### config.mk
export PLATFORM = sky130hd
export DESIGN_NAME = tlic_queue
export DESIGN_NICKNAME = d
export VERILOG_FILES = /design/src/rtl/core/tlic_pkg.sv /design/src/rtl/core/tlic_queue.sv
export SDC_FILE = /design/constraint.sdc
export NUM_CORES = 1
export LEC_CHECK = 0
export BUFFER_PORTS_ARGS = -buffer_cell sky130_fd_sc_hd__buf_2
export CAP_MARGIN = 5
export CORE_ASPECT_RATIO = 1.75
export CORE_UTILIZATION = 46
export DETAILED_ROUTE_END_ITERATION = 12
export MAX_ROUTING_LAYER = met4
export PLACE_DENSITY = 0.81
export SYNTH_ARGS = -nofsm -noshare
export SYNTH_HDL_FRONTEND = slang
export SYNTH_SLANG_ARGS = --single-unit
### constraint.sdc
create_clock -name clock -period 2.7 [get_ports clock]
set_input_delay 0.54 -clock clock [delete_from_list [all_inputs] [get_ports clock]]
set_output_delay 0.54 -clock clock [all_outputs]
set_load 0.05 [all_outputs]
### src/rtl/core/tlic_pkg.sv
package tlic_pkg;

   localparam int ADDR_W      = 11;
   localparam int LINE_IDX_W  = 9;
   localparam int DATA_W      = 32;
   localparam int CH_IDX_W    = 5;
   localparam int EN_W        = 16;
   localparam int BIT_IDX_W   = 4;
   localparam int REQ_TDATA_W = 56;
   localparam int REQ_TUSER_W = 2;
   localparam int RSP_TDATA_W = 40;

   localparam int CH_STRIDE_SHIFT = 5;

   localparam int QUEUE_DEPTH = 2;
   localparam int QPTR_W      = (QUEUE_DEPTH > 1) ? $clog2(QUEUE_DEPTH) : 1;
   localparam int QCNT_W      = $clog2(QUEUE_DEPTH + 1);

   localparam logic [REQ_TUSER_W-1:0] REQ_LINE  = 2'd0;
   localparam logic [REQ_TUSER_W-1:0] REQ_READ  = 2'd1;
   localparam logic [REQ_TUSER_W-1:0] REQ_WRITE = 2'd2;

   localparam logic [ADDR_W-1:0] OFS_IRQ_STATUS = 11'h000;
   localparam logic [ADDR_W-1:0] OFS_FIQ_STATUS = 11'h004;
   localparam logic [ADDR_W-1:0] OFS_SUMMARY    = 11'h008;
   localparam logic [ADDR_W-1:0] OFS_FAST_SEL   = 11'h00C;
   localparam logic [ADDR_W-1:0] OFS_TOP_EN     = 11'h010;
   localparam logic [ADDR_W-1:0] OFS_TOP_EN_CLR = 11'h014;
   localparam logic [ADDR_W-1:0] CH_BASE        = 11'h100;
   localparam logic [ADDR_W-1:0] CH_END         = 11'h500;

   localparam logic [CH_STRIDE_SHIFT-1:0] CH_OFS_RAW    = 5'h00;
   localparam logic [CH_STRIDE_SHIFT-1:0] CH_OFS_MASKED = 5'h04;
   localparam logic [CH_STRIDE_SHIFT-1:0] CH_OFS_EN     = 5'h08;
   localparam logic [CH_STRIDE_SHIFT-1:0] CH_OFS_EN_CLR = 5'h0C;

   typedef enum logic [3:0] {
      OP_NOP,
      OP_LINE_SET,
      OP_LINE_CLR,
      OP_RD_IRQ,
      OP_RD_FIQ,
      OP_RD_SUM,
      OP_RD_FSEL,
      OP_RD_TEN,
      OP_WR_FSEL,
      OP_WR_TEN_SET,
      OP_WR_TEN_CLR,
      OP_RD_CH_RAW,
      OP_RD_CH_MASKED,
      OP_RD_CH_EN,
      OP_WR_EN_SET,
      OP_WR_EN_CLR
   } op_type;

   typedef struct packed {
      op_type              op;
      logic [CH_IDX_W-1:0] ch;
      logic [DATA_W-1:0]   data;
   } cmd_type;

endpackage

### src/rtl/core/tlic_queue.sv
module tlic_queue (
   input  logic              clock,
   input  logic              reset,
   input  logic              push,
   input  tlic_pkg::cmd_type push_cmd,
   output logic              full,
   input  logic              pop,
   output logic              valid,
   output tlic_pkg::cmd_type pop_cmd
);

   tlic_pkg::cmd_type                entries_ff [tlic_pkg::QUEUE_DEPTH];
   logic [tlic_pkg::QPTR_W-1:0]      wr_ptr_ff;
   logic [tlic_pkg::QPTR_W-1:0]      wr_ptr_in;
   logic [tlic_pkg::QPTR_W-1:0]      rd_ptr_ff;
   logic [tlic_pkg::QPTR_W-1:0]      rd_ptr_in;
   logic [tlic_pkg::QCNT_W-1:0]      count_ff;
   logic [tlic_pkg::QCNT_W-1:0]      count_in;

   assign full    = count_ff == tlic_pkg::QCNT_W'(tlic_pkg::QUEUE_DEPTH);
   assign valid   = count_ff != '0;
   assign pop_cmd = entries_ff[rd_ptr_ff];

   always_comb begin
      wr_ptr_in = wr_ptr_ff;
      rd_ptr_in = rd_ptr_ff;
      count_in  = count_ff;
      if (push) begin
         wr_ptr_in = (wr_ptr_ff == tlic_pkg::QPTR_W'(tlic_pkg::QUEUE_DEPTH - 1)) ?
                     '0 : wr_ptr_ff + 1'b1;
      end
      if (pop) begin
         rd_ptr_in = (rd_ptr_ff == tlic_pkg::QPTR_W'(tlic_pkg::QUEUE_DEPTH - 1)) ?
                     '0 : rd_ptr_ff + 1'b1;
      end
      if (push && !pop) begin
         count_in = count_ff + 1'b1;
      end else if (pop && !push) begin
         count_in = count_ff - 1'b1;
      end
   end

   always_ff @(posedge clock) begin
      if (reset) begin
         wr_ptr_ff <= '0;
         rd_ptr_ff <= '0;
         count_ff  <= '0;
      end else begin
         wr_ptr_ff <= wr_ptr_in;
         rd_ptr_ff <= rd_ptr_in;
         count_ff  <= count_in;
      end
   end

   always_ff @(posedge clock) begin
      if (push) begin
         entries_ff[wr_ptr_ff] <= push_cmd;
      end
   end

endmodule

==> flow_metrics.tcl <==
set metrics [dict create \
    rsz0062_at_grt "no" \
    ios 88 \
    synth_cell_types 18 \
    ys_warn_count 0 \
    combPwrFrac_pct 17.3 \
    syn_area_sq_mm 0.00317 \
    cp_top_family "flip-flops" \
    maxCapViolCount 0 \
    tightest_slew_ns 0.530 \
    place.gp.congestion 0.711 \
    ctsRootBufferMaster "clkbuf_16" \
    avgRoutedWirePerCell_um 16.4 \
    crit_buf_inv 2 \
    yosysTopAreaCell "edfxtp_1" \
    clock_path_buffers 2 \
    holdWs_ns 0.399 \
    powerDensity_mw_per_mm2 801 \
    synth_compound_area_share_pct 0.316 \
    dieArea_sq_mm 0.00724 \
    slew_headroom_pct 64.6 \
    drtIter0Drc 116 \
    multi_input_comb_area_sq_um 577 \
    drtPass1Iterations 4 \
    cts_resized 0 \
    peakVddDrop_mv 0.554 \
    routed_wl_um 5470 \
    crit_path_start_kind "flip-flop" \
    synth_xor_area_share_pct 1.11 \
    areaGrowthSynthToFinish_pct 26.2 \
    synthSimpleGateAreaFrac_pct 1.54 \
    crit_fanout 16 \
    grt_pass1_vias 1772 \
    hold_violations 0 \
    initial_core_util_pct 48.1 \
    ant_nets 0 \
    slowest_stage "dfxtp_2" \
    worst_ep_arrival_time_ns 1.74 \
    register_area_sq_mm 0.00256 \
    coreArea_sq_mm 0.00659 \
    drive_above_1_share_pct 57.4 \
    cts_buffers 9 \
    setup_viol 0 \
    cp.required_ns 2.16 \
    synth.avg_cell_area_sq_um 21.1 \
    power.share.switching_pct 26.5 \
    worstSetupPathType "reg2out" \
    finalNetCount 293 \
    synthAdderAreaFrac_pct 0.395 \
    antennaDiodeCount 0 \
    grt-ovfl-total 0 \
    synthesis.nets 196 \
    clkTransAtPathRegs_ns 0.06 \
    ys_seq_area_share_pct 80.9 \
    ctsHoldBuffers 0 \
    hold_path_class "in2reg" \
    finalClockSkew_ns 0.00539 \
    fillers 525 \
    power.internal_mw 2.35 \
    cts_tree "built" \
    synth_seq_cells 87 \
    path_cells "buf_4 > mux2_2 > buf_2" \
    die_h_um 112 \
    vias 1647 \
    fp.dieW_um 64.7 \
    post_cts_buffers 0 \
    utilization_pct 60.7 \
    dp_hpwl_um 3770 \
    setup_tns_ns 0 \
    grt_antenna_before_repair 0 \
    most-common-layout-cells "buf_2, edfxtp_1, mux2_2" \
    netSwitchingPower_uw 850 \
    final_common_cell "buf_2" \
    clk_latency_ns 0.33 \
    pwr-share-clk_pct 32.6 \
    synth.area.top_cells "edfxtp_1, mux2_2, dfxtp_1, mux2_1, buf_4" \
    grtUsageTotal_pct 17.0 \
    viasPerCell 4.95 \
    grt_max_degree 26 \
    max_stage_delay_ns 0.57 \
    grt_pass1_wl_um 8300 \
    fmax_mhz 439 \
    cellLeakagePower_nw 1.52 \
    status "finished clean" \
    synth_top_family_by_area "multiplexers" \
    period_needed_ns 2.28 \
    synth_top_area_share_pct 77.7 \
    rows 39 \
    io_buffers 87 \
    endpoint_kind "primary output" \
    htreeDepth 3 \
    syn_inst 150 \
    cts.sinks 87 \
    drv_slew 0 \
    sequentialPowerShare_pct 50.1 \
    synth_mux_area_share_pct 14.6 \
    drc 0 \
    timing.final.crit_share_pct 84.4 \
]
==> power groups by stage <==
stage	sequential (mW)	combinational [mW]	clock, mW
after global routing	1.61	0.580	1.12
final	1.60	0.554	1.04
after CTS	1.61	0.560	1.07
after floorplan	1.62	0.423	0
after global placement	1.63	0.549	0
after detailed placement	1.63	0.558	0
==> synthesized netlist by cell type (all sizes together) <==
library cell  count
a21oi             1
and2              1
and2b             1
buf               5
dfxtp             5
edfxtp           82
ha                1
inv               1
mux2             41
nor2              4
nor2b             1
o21ai             1
or2               1
or3               1
xnor2             2
xor2              2
==> layer usage <==
layer	track usage, %	share of wire, %
met1	16.0	36
met2	29.2	59
met3	6.05	3.9
met4	8.44	1.7
met5	-	0
==> metrics by stage <==
step	cells	total power, mW	setup slack (ns)	area (sq um)
floorplan	150	2.04	0.647	3170
finish	333	3.20	0.422	4000
global route	333	3.31	0.329	4000
global placement	318	2.18	0.787	3750
CTS	333	3.23	0.379	4000
detailed placement	318	2.19	0.746	3750
==> final timing paths <==
check                                start                     endpoint  slack [ns]  depth (start not counted)
setup reg to reg    wr_ptr_ff$_SDFFE_PP0P_  entries_ff[1][22]$_DFFE_PP_        1.26                          2
hold / removal                 push_cmd[7]   entries_ff[1][7]$_DFFE_PP_        0.40                          1
setup / recovery                 flip-flop                  pop_cmd[17]        0.42                          3
hold reg to reg   count_ff[1]$_SDFFE_PP0P_     count_ff[1]$_SDFFE_PP0P_        0.52                          2
==> cell type report <==
type | count | share of cell area (%)
clock inverter | 2 | 0.219
multi-input combinational | 57 | 14.4
tap | 82 | 2.57
clock buffer | 13 | 6.01
inverter | 1 | 0.0939
timing repair buffer | 91 | 12.6
sequential | 87 | 64.1
==> sequential cells by signal, summed over array words and instances (netlist names), named ones only <==
signal and flops:
entries_ff 82, wr_ptr_ff 1, count_ff 2, rd_ptr_ff 1
==> cells by family after synthesis <==
logic type               count (synthesis)
XOR/XNOR                                 4
AO/OA/AOI/OAI                            2
flip-flops                              87
buffers and inverters                    6
multiplexers                            41
AND/OR/NAND/NOR                          9
adder cells (fa/ha/maj)                  1
==> worst reg2reg max path, delay by kind of cell (launching register included) <==
family,cells,cell delay (ns)
buffers and inverters,1,0.26
flip-flops,1,0.39
AND/OR/NAND/NOR,1,0.48
Note: power is estimated with default switching activity, not from simulation.
