## config.mk

```make
export PLATFORM = sky130hd
export DESIGN_NAME = tlic_front
export DESIGN_NICKNAME = d
export VERILOG_FILES = /design/src/rtl/core/tlic_pkg.sv /design/src/rtl/core/tlic_front.sv
export SDC_FILE = /design/constraint.sdc
export NUM_CORES = 1
export LEC_CHECK = 0
export BUFFER_PORTS_ARGS = -buffer_cell sky130_fd_sc_hd__buf_2
export CAP_MARGIN = 10
export CORE_UTILIZATION = 38
export DETAILED_ROUTE_END_ITERATION = 8
export PLACE_DENSITY = 0.9
export SETUP_SLACK_MARGIN = 0.3
export SLEW_MARGIN = 40
export SYNTH_ARGS = -nofsm -noshare
export SYNTH_HDL_FRONTEND = slang
export SYNTH_SLANG_ARGS = --single-unit
```

## constraint.sdc

```tcl
create_clock -name vclk -period 2.85
set_clock_uncertainty 0.15 [all_clocks]
set_input_delay 0.285 -clock vclk [all_inputs]
set_output_delay 0.285 -clock vclk [all_outputs]
set_load 0.03 [all_outputs]
```

## src/rtl/core/tlic_pkg.sv

```systemverilog
package tlic_pkg;

   localparam int ADDR_W      = 11;
   localparam int LINE_IDX_W  = 9;
   localparam int DATA_W      = 32;
   localparam int CH_IDX_W    = 5;
   localparam int EN_W        = 16;
   localparam int BIT_IDX_W   = 4;
   localparam int REQ_TDATA_W = 56;
   localparam int REQ_TUSER_W = 2;
   localparam int RSP_TDATA_W = 40;

   localparam int CH_STRIDE_SHIFT = 5;

   localparam int QUEUE_DEPTH = 2;
   localparam int QPTR_W      = (QUEUE_DEPTH > 1) ? $clog2(QUEUE_DEPTH) : 1;
   localparam int QCNT_W      = $clog2(QUEUE_DEPTH + 1);

   localparam logic [REQ_TUSER_W-1:0] REQ_LINE  = 2'd0;
   localparam logic [REQ_TUSER_W-1:0] REQ_READ  = 2'd1;
   localparam logic [REQ_TUSER_W-1:0] REQ_WRITE = 2'd2;

   localparam logic [ADDR_W-1:0] OFS_IRQ_STATUS = 11'h000;
   localparam logic [ADDR_W-1:0] OFS_FIQ_STATUS = 11'h004;
   localparam logic [ADDR_W-1:0] OFS_SUMMARY    = 11'h008;
   localparam logic [ADDR_W-1:0] OFS_FAST_SEL   = 11'h00C;
   localparam logic [ADDR_W-1:0] OFS_TOP_EN     = 11'h010;
   localparam logic [ADDR_W-1:0] OFS_TOP_EN_CLR = 11'h014;
   localparam logic [ADDR_W-1:0] CH_BASE        = 11'h100;
   localparam logic [ADDR_W-1:0] CH_END         = 11'h500;

   localparam logic [CH_STRIDE_SHIFT-1:0] CH_OFS_RAW    = 5'h00;
   localparam logic [CH_STRIDE_SHIFT-1:0] CH_OFS_MASKED = 5'h04;
   localparam logic [CH_STRIDE_SHIFT-1:0] CH_OFS_EN     = 5'h08;
   localparam logic [CH_STRIDE_SHIFT-1:0] CH_OFS_EN_CLR = 5'h0C;

   typedef enum logic [3:0] {
      OP_NOP,
      OP_LINE_SET,
      OP_LINE_CLR,
      OP_RD_IRQ,
      OP_RD_FIQ,
      OP_RD_SUM,
      OP_RD_FSEL,
      OP_RD_TEN,
      OP_WR_FSEL,
      OP_WR_TEN_SET,
      OP_WR_TEN_CLR,
      OP_RD_CH_RAW,
      OP_RD_CH_MASKED,
      OP_RD_CH_EN,
      OP_WR_EN_SET,
      OP_WR_EN_CLR
   } op_type;

   typedef struct packed {
      op_type              op;
      logic [CH_IDX_W-1:0] ch;
      logic [DATA_W-1:0]   data;
   } cmd_type;

endpackage

```

## src/rtl/core/tlic_front.sv

```systemverilog
module tlic_front #(
   parameter int NUM_CHANNELS      = 32,
   parameter int LINES_PER_CHANNEL = 16
) (
   input  logic                                 req_tvalid,
   output logic                                 req_tready,
   // Fields from bit 0: line_index[8:0], line_level[9], address[20:10],
   // write_data[52:21], zero fill.
   input  logic [tlic_pkg::REQ_TDATA_W-1:0]     req_tdata,
   // Fields from bit 0: req_type[1:0].
   input  logic [tlic_pkg::REQ_TUSER_W-1:0]     req_tuser,
   input  logic                                 queue_full,
   output logic                                 push,
   output tlic_pkg::cmd_type                    push_cmd
);

   logic [tlic_pkg::LINE_IDX_W-1:0]             line_index;
   logic                                        line_level;
   logic [tlic_pkg::ADDR_W-1:0]                 address;
   logic [tlic_pkg::DATA_W-1:0]                 write_data;
   logic                                        line_hit;
   logic [tlic_pkg::CH_IDX_W-1:0]               line_ch;
   logic [tlic_pkg::BIT_IDX_W-1:0]              line_bit;
   logic                                        in_ch_region;
   logic [tlic_pkg::ADDR_W-tlic_pkg::CH_STRIDE_SHIFT-1:0] addr_ch;
   logic                                        addr_ch_ok;
   logic [tlic_pkg::CH_STRIDE_SHIFT-1:0]        addr_ofs;

   assign line_index = req_tdata[8:0];
   assign line_level = req_tdata[9];
   assign address    = req_tdata[20:10];
   assign write_data = req_tdata[52:21];

   assign req_tready = !queue_full;
   assign push       = req_tvalid && !queue_full;

   always_comb begin
      line_hit = 1'b0;
      line_ch  = '0;
      line_bit = '0;
      for (int c = 0; c < NUM_CHANNELS; c++) begin
         if ({1'b0, line_index} >= 10'(c * LINES_PER_CHANNEL) &&
             {1'b0, line_index} < 10'((c + 1) * LINES_PER_CHANNEL)) begin
            line_hit = 1'b1;
            line_ch  = tlic_pkg::CH_IDX_W'(c);
            line_bit = tlic_pkg::BIT_IDX_W'(line_index -
                       tlic_pkg::LINE_IDX_W'(c * LINES_PER_CHANNEL));
         end
      end
   end

   assign in_ch_region = address >= tlic_pkg::CH_BASE && address < tlic_pkg::CH_END;
   assign addr_ch      = address[tlic_pkg::ADDR_W-1:tlic_pkg::CH_STRIDE_SHIFT] -
                         tlic_pkg::CH_BASE[tlic_pkg::ADDR_W-1:tlic_pkg::CH_STRIDE_SHIFT];
   assign addr_ch_ok   = addr_ch < (tlic_pkg::ADDR_W - tlic_pkg::CH_STRIDE_SHIFT)'(NUM_CHANNELS);
   assign addr_ofs     = address[tlic_pkg::CH_STRIDE_SHIFT-1:0];

   always_comb begin
      push_cmd.op   = tlic_pkg::OP_NOP;
      push_cmd.ch   = '0;
      push_cmd.data = write_data;
      unique case (req_tuser)
         tlic_pkg::REQ_LINE: begin
            push_cmd.ch   = line_ch;
            push_cmd.data = tlic_pkg::DATA_W'(1) << line_bit;
            if (line_hit) begin
               push_cmd.op = line_level ? tlic_pkg::OP_LINE_SET : tlic_pkg::OP_LINE_CLR;
            end
         end
         tlic_pkg::REQ_READ: begin
            push_cmd.ch = addr_ch[tlic_pkg::CH_IDX_W-1:0];
            priority if (in_ch_region) begin
               if (addr_ch_ok) begin
                  priority if (addr_ofs == tlic_pkg::CH_OFS_RAW) begin
                     push_cmd.op = tlic_pkg::OP_RD_CH_RAW;
                  end else if (addr_ofs == tlic_pkg::CH_OFS_MASKED) begin
                     push_cmd.op = tlic_pkg::OP_RD_CH_MASKED;
                  end else if (addr_ofs == tlic_pkg::CH_OFS_EN) begin
                     push_cmd.op = tlic_pkg::OP_RD_CH_EN;
                  end else begin
                     push_cmd.op = tlic_pkg::OP_NOP;
                  end
               end
            end else if (address == tlic_pkg::OFS_IRQ_STATUS) begin
               push_cmd.op = tlic_pkg::OP_RD_IRQ;
            end else if (address == tlic_pkg::OFS_FIQ_STATUS) begin
               push_cmd.op = tlic_pkg::OP_RD_FIQ;
            end else if (address == tlic_pkg::OFS_SUMMARY) begin
               push_cmd.op = tlic_pkg::OP_RD_SUM;
            end else if (address == tlic_pkg::OFS_FAST_SEL) begin
               push_cmd.op = tlic_pkg::OP_RD_FSEL;
            end else if (address == tlic_pkg::OFS_TOP_EN) begin
               push_cmd.op = tlic_pkg::OP_RD_TEN;
            end else begin
               push_cmd.op = tlic_pkg::OP_NOP;
            end
         end
         tlic_pkg::REQ_WRITE: begin
            push_cmd.ch = addr_ch[tlic_pkg::CH_IDX_W-1:0];
            priority if (in_ch_region) begin
               if (addr_ch_ok) begin
                  priority if (addr_ofs == tlic_pkg::CH_OFS_EN) begin
                     push_cmd.op = tlic_pkg::OP_WR_EN_SET;
                  end else if (addr_ofs == tlic_pkg::CH_OFS_EN_CLR) begin
                     push_cmd.op = tlic_pkg::OP_WR_EN_CLR;
                  end else begin
                     push_cmd.op = tlic_pkg::OP_NOP;
                  end
               end
            end else if (address == tlic_pkg::OFS_FAST_SEL) begin
               push_cmd.op = tlic_pkg::OP_WR_FSEL;
            end else if (address == tlic_pkg::OFS_TOP_EN) begin
               push_cmd.op = tlic_pkg::OP_WR_TEN_SET;
            end else if (address == tlic_pkg::OFS_TOP_EN_CLR) begin
               push_cmd.op = tlic_pkg::OP_WR_TEN_CLR;
            end else begin
               push_cmd.op = tlic_pkg::OP_NOP;
            end
         end
         default: begin
            push_cmd.op = tlic_pkg::OP_NOP;
         end
      endcase
   end

endmodule

```

==> impl_metrics.yaml, run 1 <==
grt:
  antenna_found_initial: 0
  grt_pass1_wl_mm: 4.59
  grt_overflow: 0
  grt_pass1_vias: 1167
  grtUsageTotal_pct: 21.8
  grt_max_degree: 50
worst_setup_path:
  critPathRequiredTime_ns: 2.41
  cp_data_arrival_time_ns: 2.09
  path_class: "in -> out"
  start_kind: "input port"
  crit_slowest_cell: "or4_1"
  critPathBufInv: 3
  crit_fanout: 4
  crit_family: "simple AND/OR/NAND/NOR gates"
  cp_cell_sequence: "buf_2, inv_1, ha_1, xor2_1, or4_4, or4_1, a21oi_1, buf_4"
  critPathMaxStageDelay_ns: 0.53
  cp-end-kind: "output port"
synth:
  synth_nets: 219
  yosys.area.top_type: "nor2b_1"
  synth_top_cell_area_share_pct: 15.6
  ys_types: 31
  syn_avg_cell_area_um2: 5.80
  synthTopCellsByArea: "nor2b_1, o21ai_0, ha_1, inv_1, nand3_1"
  syn_area_um2: 881
  synthCells: 152
  ys_warn_count: 0
  yosysSeqAreaShare_pct: 0
cells_and_area:
  diodes: 0
  n_clock_buffer: 0
  fill_cells: 222
  drive_gt1_share_pct: 43.0
  seq_cells: 0
  area_delta_synth_final_pct: 59.7
  fin_nets: 313
  register_area_um2: 0
timing:
  rsz0062_at_grt: "true"
  final_hold_viol_count: 0
  tns_ns: 0
  slew-limit-headroom_pct: 69.1
  worst_pin_slew_ns: 0.460
  fin_crit_sh_pct: 88.7
  setup_viol: 0
  setup_slack_ns: 0.322
  max_freq_mhz: 396
  post-route-min-period_ns: 2.53
  slew_viol_final: 0
drt:
  drc: 0
  viasPerCell: 5.21
  ant_nets: 0
  drt-total-wl_mm: 2.95
  vias: 1417
  avgRoutedWirePerCell_um: 10.8
  drtPass1Iterations: 4
  drtIter0Drc: 40
placed_design:
  io_buffers: 100
  place.gp.congestion: 0.874
  dp_hpwl_mm: 2.44
  detailedPlace.worstSlack_ns: 0.304
worst_hold_path:
  min-delay-start: "queue_full"
  min_path_type: "in -> out"
  hold_path_depth: 3
  whs_endpoint: "req_tready"
pwr:
  vdd_drop_max_mv: 0.121
  sw_frac_of_total_pct: 65.1
  intPower_uw: 91.1
  p_leak_nw: 0.800
  seq_power_share_pct: 0
  p_switching_uw: 170
  clkPwrFrac_pct: 0
  power_density_nw_per_um2: 186
  comb_power_share_pct: 100.0
floorplanning:
  die_y_um: 50.1
  start_util_pct: 40.2
  pin_count: 103
  core_um2: 2190
  rows: 17
  dieArea_um2: 2510
  die_w_um: 50.1
cts:
  cts_hold_buf: 0
  cts_setup_buffers: 0
status:
  status: "complete, no violations"
flow_run:
  maxCapViolations: 0
## layout by cell type (no fill, tap or decap), drive strengths merged
| cell type | n |
|---|---|
| a2111oi | 1 |
| a21oi | 5 |
| a22oi | 5 |
| a31oi | 2 |
| a32oi | 1 |
| and2 | 1 |
| and3 | 2 |
| buf | 101 |
| ha | 7 |
| inv | 23 |
| mux2i | 2 |
| nand2 | 5 |
| nand2b | 1 |
| nand3 | 11 |
| nand4 | 7 |
| nand4b | 2 |
| nor2 | 12 |
| nor2b | 22 |
| nor3 | 2 |
| nor3b | 1 |
| nor4 | 4 |
| o21ai | 19 |
| o31ai | 1 |
| or3 | 1 |
| or4 | 2 |
| xnor2 | 1 |
| xor2 | 3 |
## synth_stat cells, drive strengths merged, types with 2 or more instances
library cell	count
ha	7
or4	2
nor3	2
clkbuf	6
nand4	7
nor4	4
a22oi	5
and3	2
nand3	11
inv	23
nor2	12
nand4b	2
mux2i	2
buf	3
xor2	3
o21ai	19
a31oi	2
nor2b	22
nand2	5
a21oi	5
## cell families after synthesis
| logic type | after synthesis | synth area share [%] |
|---|---|---|
| simple gates | 73 | 46.7 |
| compound gates | 34 | 22.2 |
| buf+inv | 32 | 14.9 |
| fa+ha+maj | 7 | 9.94 |
| xor+xnor | 4 | 3.98 |
| mux | 2 | 2.27 |
## per-stage QoR
step           hold slack [ns]  cell area, µm²  util (%)  cells  power (mW)
2_1_floorplan            0.530             881         -    152       0.164
6_report                 0.697            1410      64.2    272       0.261
5_1_grt                  0.710            1410      64.2    272       0.283
3_5_place_dp             0.700            1390      63.5    272       0.260
3_3_place_gp             0.693            1390      63.5    272       0.256
4_1_cts                  0.700            1400      63.8    272       0.261
## power groups by stage
stage                     clock [mW]  sequential, mW  combinational, mW
after floorplan                    0               0              0.164
after global placement             0               0              0.256
after detailed placement           0               0              0.260
after CTS                          0               0              0.261
after global routing               0               0              0.283
final                              0               0              0.261
## worst max path at each step
| stage | cells past startpoint | slack (ns) | to | startpoint |
|---|---|---|---|---|
| final | 8 | 0.32 | push_cmd[39] | req_tdata[18] |
| after CTS | 8 | 0.30 | push_cmd[39] | req_tdata[18] |
| after global routing | 9 | 0.21 | push_cmd[39] | req_tdata[19] |
| after floorplan | 6 | 0.30 | push_cmd[39] | req_tdata[18] |
| after detailed placement | 9 | 0.30 | push_cmd[39] | req_tdata[19] |
| after global placement | 9 | 0.32 | push_cmd[39] | req_tdata[19] |
## metal layers
| metal | GRT usage, % | vias to the layer above | routed length, µm |
|---|---|---|---|
| met4 | 1.90 | 0 | 0 |
| met5 | 0 | - | 0 |
| met1 | 25.4 | 639 | 1150 |
| met3 | 2.73 | 0 | 227 |
| li1 | - | 709 | - |
| met2 | 42.7 | 69 | 1570 |
## area by class of cell
cell class                      instances  area, µm²  share of cell area [%]
Multi-Input combinational cell        120        759                    54.0
Timing Repair Buffer                  101        526                    37.4
Inverter                               23       86.3                    6.14
Tap cell                               28       35.0                    2.49
## what timing repair did
item                       in CTS  in global routing
hold endpoints to repair        0                  0
gates resized for setup         1                  5
setup endpoints to repair       1                  3
(Power assumes the default switching activity.)
==> inputs of run 2 (changes only) <==
ABC_AREA = 1   (was unset)
CORE_UTILIZATION = 41   (was 38)
==> run 2 against run 1 <==
Synthesized cell count is 42% higher. First-iteration DRC count up 5.0%. Global-route usage up 0.44 points. Die area up 10%. Worst hold slack gained 0.0025 ns. Cell count up 26%. Power grew 10%. Flip-flop and latch count did not move. Clock-buffer cell count unchanged. Via count rose by 12%. Largest cell class unchanged. Largest power group unchanged.
==> impl_metrics.yaml, run 2 <==
worst_hold_path:
  min_path_type: "in -> out"
  hold_path_depth: 3
  whs_endpoint: "req_tready"
  min-delay-start: "queue_full"
drt:
  avgRoutedWirePerCell_um: 9.43
  routed-wl-met2_mm: 1.67
  drtIter0Drc: 42
  drtPass1Iterations: 4
  met1_length_mm: 1.35
  viasPerCell: 4.63
  drc: 0
  wl_met3_um: 190
  highest_layer: "met4"
  ant_nets: 0
  drt-total-wl_mm: 3.22
  vias: 1584
floorplanning:
  dieArea_um2: 2780
  die_w_um: 52.7
  die_y_um: 52.7
  pin_count: 103
  rows: 18
  core_um2: 2450
  start_util_pct: 42.9
synth:
  yosys.area.top_type: "nand2_1"
  synthTopCellsByCount: "nand2_1, inv_1, nor2_1"
  syn_avg_cell_area_um2: 4.88
  syn_area_um2: 1050
  synthTopCellsByArea: "nand2_1, inv_1, nor2_1, nand3_1, ha_1"
  ys_types: 29
  ys_warn_count: 0
  synth_nets: 283
  yosysSeqAreaShare_pct: 0
  synth_top_cell_area_share_pct: 20.7
  synthCells: 216
  synth.most_common_cell: "nand2_1"
placed_design:
  dp_cells: 342
  io_buffers: 100
  detailedPlace.worstSlack_ns: 0.770
  place.gp.congestion: 0.896
  dp_hpwl_mm: 2.82
timing:
  final_hold_viol_count: 0
  setup_slack_ns: 0.766
  slew_viol_final: 0
  fin_crit_sh_pct: 73.1
  hold-worst-slack_ns: 0.699
  tns_ns: 0
  max_freq_mhz: 480
  setup_viol: 0
  rsz0062_at_grt: "false"
  worst_pin_slew_ns: 0.294
  post-route-min-period_ns: 2.08
  slew-limit-headroom_pct: 80.4
cells_and_area:
  n_clock_buffer: 0
  fill_cells: 236
  drive_gt1_share_pct: 41.7
  area_delta_synth_final_pct: 49.9
  multiInputGateArea_um2: 856
  fin_nets: 381
  final_common_cell: "buf_2"
  layoutNonFillerInstCount: 342
  diodes: 0
  register_area_um2: 0
  seq_cells: 0
  final_cell_mix: "buf_2, nand2_1, inv_1, nor2_1, nand3_1"
cts:
  cts_resized: 0
  cts_hold_buf: 0
  cts_setup_buffers: 0
grt:
  grt_pass1_vias: 1275
  grtUsageTotal_pct: 22.2
  grt_max_degree: 22
  grt_pass1_wl_mm: 4.93
  grt_overflow: 0
  antenna_found_initial: 0
worst_setup_path:
  cp_data_arrival_time_ns: 1.65
  start_kind: "input port"
  cp-end-kind: "output port"
  critPathRequiredTime_ns: 2.41
  worstSetupStartpoint: "req_tdata[18]"
  crit_fanout: 4
  path_class: "in -> out"
pwr:
  p_leak_nw: 1.07
  power_density_nw_per_um2: 182
  vdd_drop_max_mv: 0.147
status:
  status: "complete, no violations"
flow_run:
  maxCapViolations: 0
[run 2: metrics by stage]
| stage | util (%) | total power [mW] | area (µm²) |
|---|---|---|---|
| finish | 64.3 | 0.288 | 1580 |
| floorplan | - | 0.186 | 1050 |
| global route | 64.3 | 0.315 | 1580 |
| detailed placement | 64.3 | 0.287 | 1580 |
| global placement | 64.3 | 0.284 | 1580 |
| CTS | 64.3 | 0.288 | 1580 |
[run 2: worst max-delay path by stage]
stage	to	slack [ns]
global route	push_cmd[38]	0.60
CTS	push_cmd[39]	0.77
global placement	push_cmd[3]	0.83
floorplan	push_cmd[0]	0.69
finish	push_cmd[39]	0.77
detailed placement	push_cmd[39]	0.77
[run 2: critical path: stages]
cell and delay (ns):
buf_2 0.13, inv_1 0.11, ha_1 0.18, inv_1 0.05, nand2_1 0.06, nand2_2 0.06
nor2_2 0.14, nand4_1 0.14, nand2_1 0.10, nand2_1 0.06, a21oi_2 0.12, buf_2 0.20
[run 2: power by group]
group / internal, mW / leakage, nW / switching [mW] / total, mW
logic: 0.0955 / 1.07 / 0.192 / 0.288
clock network: 0 / 0 / 0 / 0
registers: 0 / 0 / 0 / 0
total: 0.0955 / 1.07 / 0.192 / 0.288
[run 2: cell type report]
cell class | instances | area share [%]
multi-input combinational | 165 | 54.2
inverter | 46 | 11.3
timing repair buffer | 101 | 32.2
tap | 30 | 2.38
[run 2: kinds of logic after synthesis]
| family | Yosys count | share of synthesized area (%) |
|---|---|---|
| AND/OR/NAND/NOR | 132 | 58.6 |
| buffers and inverters | 51 | 18.8 |
| adder cells (fa/ha/maj) | 7 | 8.31 |
| AO/OA/AOI/OAI | 26 | 14.4 |
[run 2: layer usage]
| layer | GRT usage, % | vias to the layer above |
|---|---|---|
| li1 | - | 853 |
| met1 | 26.6 | 666 |
| met2 | 44.3 | 63 |
| met3 | 0.870 | 2 |
| met4 | 1.32 | 0 |
| met5 | 0 | - |
==> inputs of run 3 (changes only) <==
CORE_UTILIZATION = 38   (was 41)
PLACE_DENSITY = 0.84   (was 0.9)
clock period = 2.2 ns   (was 2.85 ns; I/O delays follow)
==> run 3 against run 2 <==
Global-route usage down 0.61 points. Critical path type unchanged. Worst hold slack got worse by 0.12 ns. Cell count grew 0.29%. Largest power group unchanged. Highest routed layer unchanged.
==> impl_metrics.yaml, run 3 (synthesis gave the netlist of run 2 again) <==
status:
  status: "complete, no violations"
cells_and_area:
  final_cell_mix: "buf_2, nand2_1, inv_1, nor2_1, nand3_1"
  n_clock_buffer: 0
  seq_cells: 0
  layoutNonFillerInstCount: 343
  drive_gt1_share_pct: 46.0
  register_area_um2: 0
  area_delta_synth_final_pct: 61.2
  final_common_cell: "buf_2"
  fin_nets: 382
  multiInputGateArea_um2: 936
  diodes: 0
  fin_util_pct: 66.7
  fill_cells: 255
worst_setup_path:
  cp_cell_sequence: "buf_4, inv_4, ha_2, nand2_1, nor2_2, nand2_2, nand2_4, nand3_1, nand3_1, nand3_1, nand2_1, inv_1, buf_4"
  worstSetupStartpoint: "req_tdata[19]"
  critPathMaxStageDelay_ns: 0.15
  start_kind: "input port"
  crit_fanout: 3
  critPathRequiredTime_ns: 1.83
  crit_slowest_cell: "ha_2"
  crit_top_cell: "nand3_1"
  path_class: "in -> out"
  cp-end-kind: "output port"
  cp_data_arrival_time_ns: 1.46
placed_design:
  place.gp.congestion: 0.924
  dp_cells: 343
  io_buffers: 100
  dp_hpwl_mm: 2.98
drt:
  avgRoutedWirePerCell_um: 10.7
  drtIter0Drc: 43
  vias: 1631
  ant_nets: 0
  drt-total-wl_mm: 3.67
  drtPass1Iterations: 4
  drc: 0
  viasPerCell: 4.76
timing:
  fin_crit_sh_pct: 83.0
  hold-worst-slack_ns: 0.580
  max_freq_mhz: 547
  slew-limit-headroom_pct: 79.9
  final_hold_viol_count: 0
  slew_viol_final: 0
  setup_viol: 0
  worst_pin_slew_ns: 0.301
  rsz0062_at_grt: "false"
  post-route-min-period_ns: 1.83
  tns_ns: 0
worst_hold_path:
  hold_path_depth: 3
  min_path_type: "in -> out"
  min-delay-start: "queue_full"
pwr:
  p_switching_uw: 262
  vdd_drop_max_mv: 0.180
  total_power_uw: 397
  sw_frac_of_total_pct: 66.0
  clkPwrFrac_pct: 0
  comb_power_share_pct: 100.0
  p_leak_nw: 1.07
  intPower_uw: 135
  power_density_nw_per_um2: 234
  seq_power_share_pct: 0
floorplanning:
  core_um2: 2540
  rows: 18
  start_util_pct: 41.4
  die_y_um: 54.7
  dieArea_um2: 2990
  die_w_um: 54.7
  pin_count: 103
grt:
  grt_overflow: 0
  grtUsageTotal_pct: 21.6
  grt_pass1_wl_mm: 4.97
  antenna_found_initial: 0
  grt_pass1_vias: 1265
  grt_max_degree: 22
flow_run:
  maxCapViolations: 0
cts:
  cts_hold_buf: 0
[run 3: cell count changes in the layout (fill, tap and decap cells not counted), sizes merged]
| cell | delta |
|---|---|
| buf | +1 |
[run 3: repair_timing]
item	CTS	global route
pin swaps	0	9
hold endpoints to repair	0	0
setup endpoints to repair	3	4
setup buffers	0	0
gates resized for setup	3	32
[run 3: power by group through the flow]
| stage | clock network [mW] | logic [mW] | registers (mW) |
|---|---|---|---|
| CTS | 0 | 0.378 | 0 |
| global route | 0 | 0.431 | 0 |
| detailed placement | 0 | 0.375 | 0 |
| floorplan | 0 | 0.241 | 0 |
| finish | 0 | 0.397 | 0 |
| global placement | 0 | 0.370 | 0 |
[run 3: worst max-delay path: cells and delay by family]
kind	cells	cell delay (ns)
fa+ha+maj	1	0.15
buf+inv	4	0.40
simple gates	8	0.68
[run 3: cell type report]
cell class                      instances  area share [%]
Multi-Input combinational cell        165            55.1
Tap cell                               30            2.21
Inverter                               46            10.8
Timing Repair Buffer                  102            31.9
[run 3: metrics by stage]
step	cell area (µm²)	setup slack, ns
after global placement	1590	0.318
final	1700	0.373
after detailed placement	1590	0.272
after CTS	1590	0.308
after global routing	1700	0.275
after floorplan	1050	0.173
[run 3: per-layer routing]
metal	up-vias	wire, µm	GRT usage, %
met3	4	207	0.278
met2	71	1950	40.6
met4	0	37	2.14
li1	858	-	-
met5	-	0	0
met1	698	1480	27.8
[run 3: worst paths after layout]
path,end
worst max-delay path,push_cmd[38]
worst min-delay path,req_tready
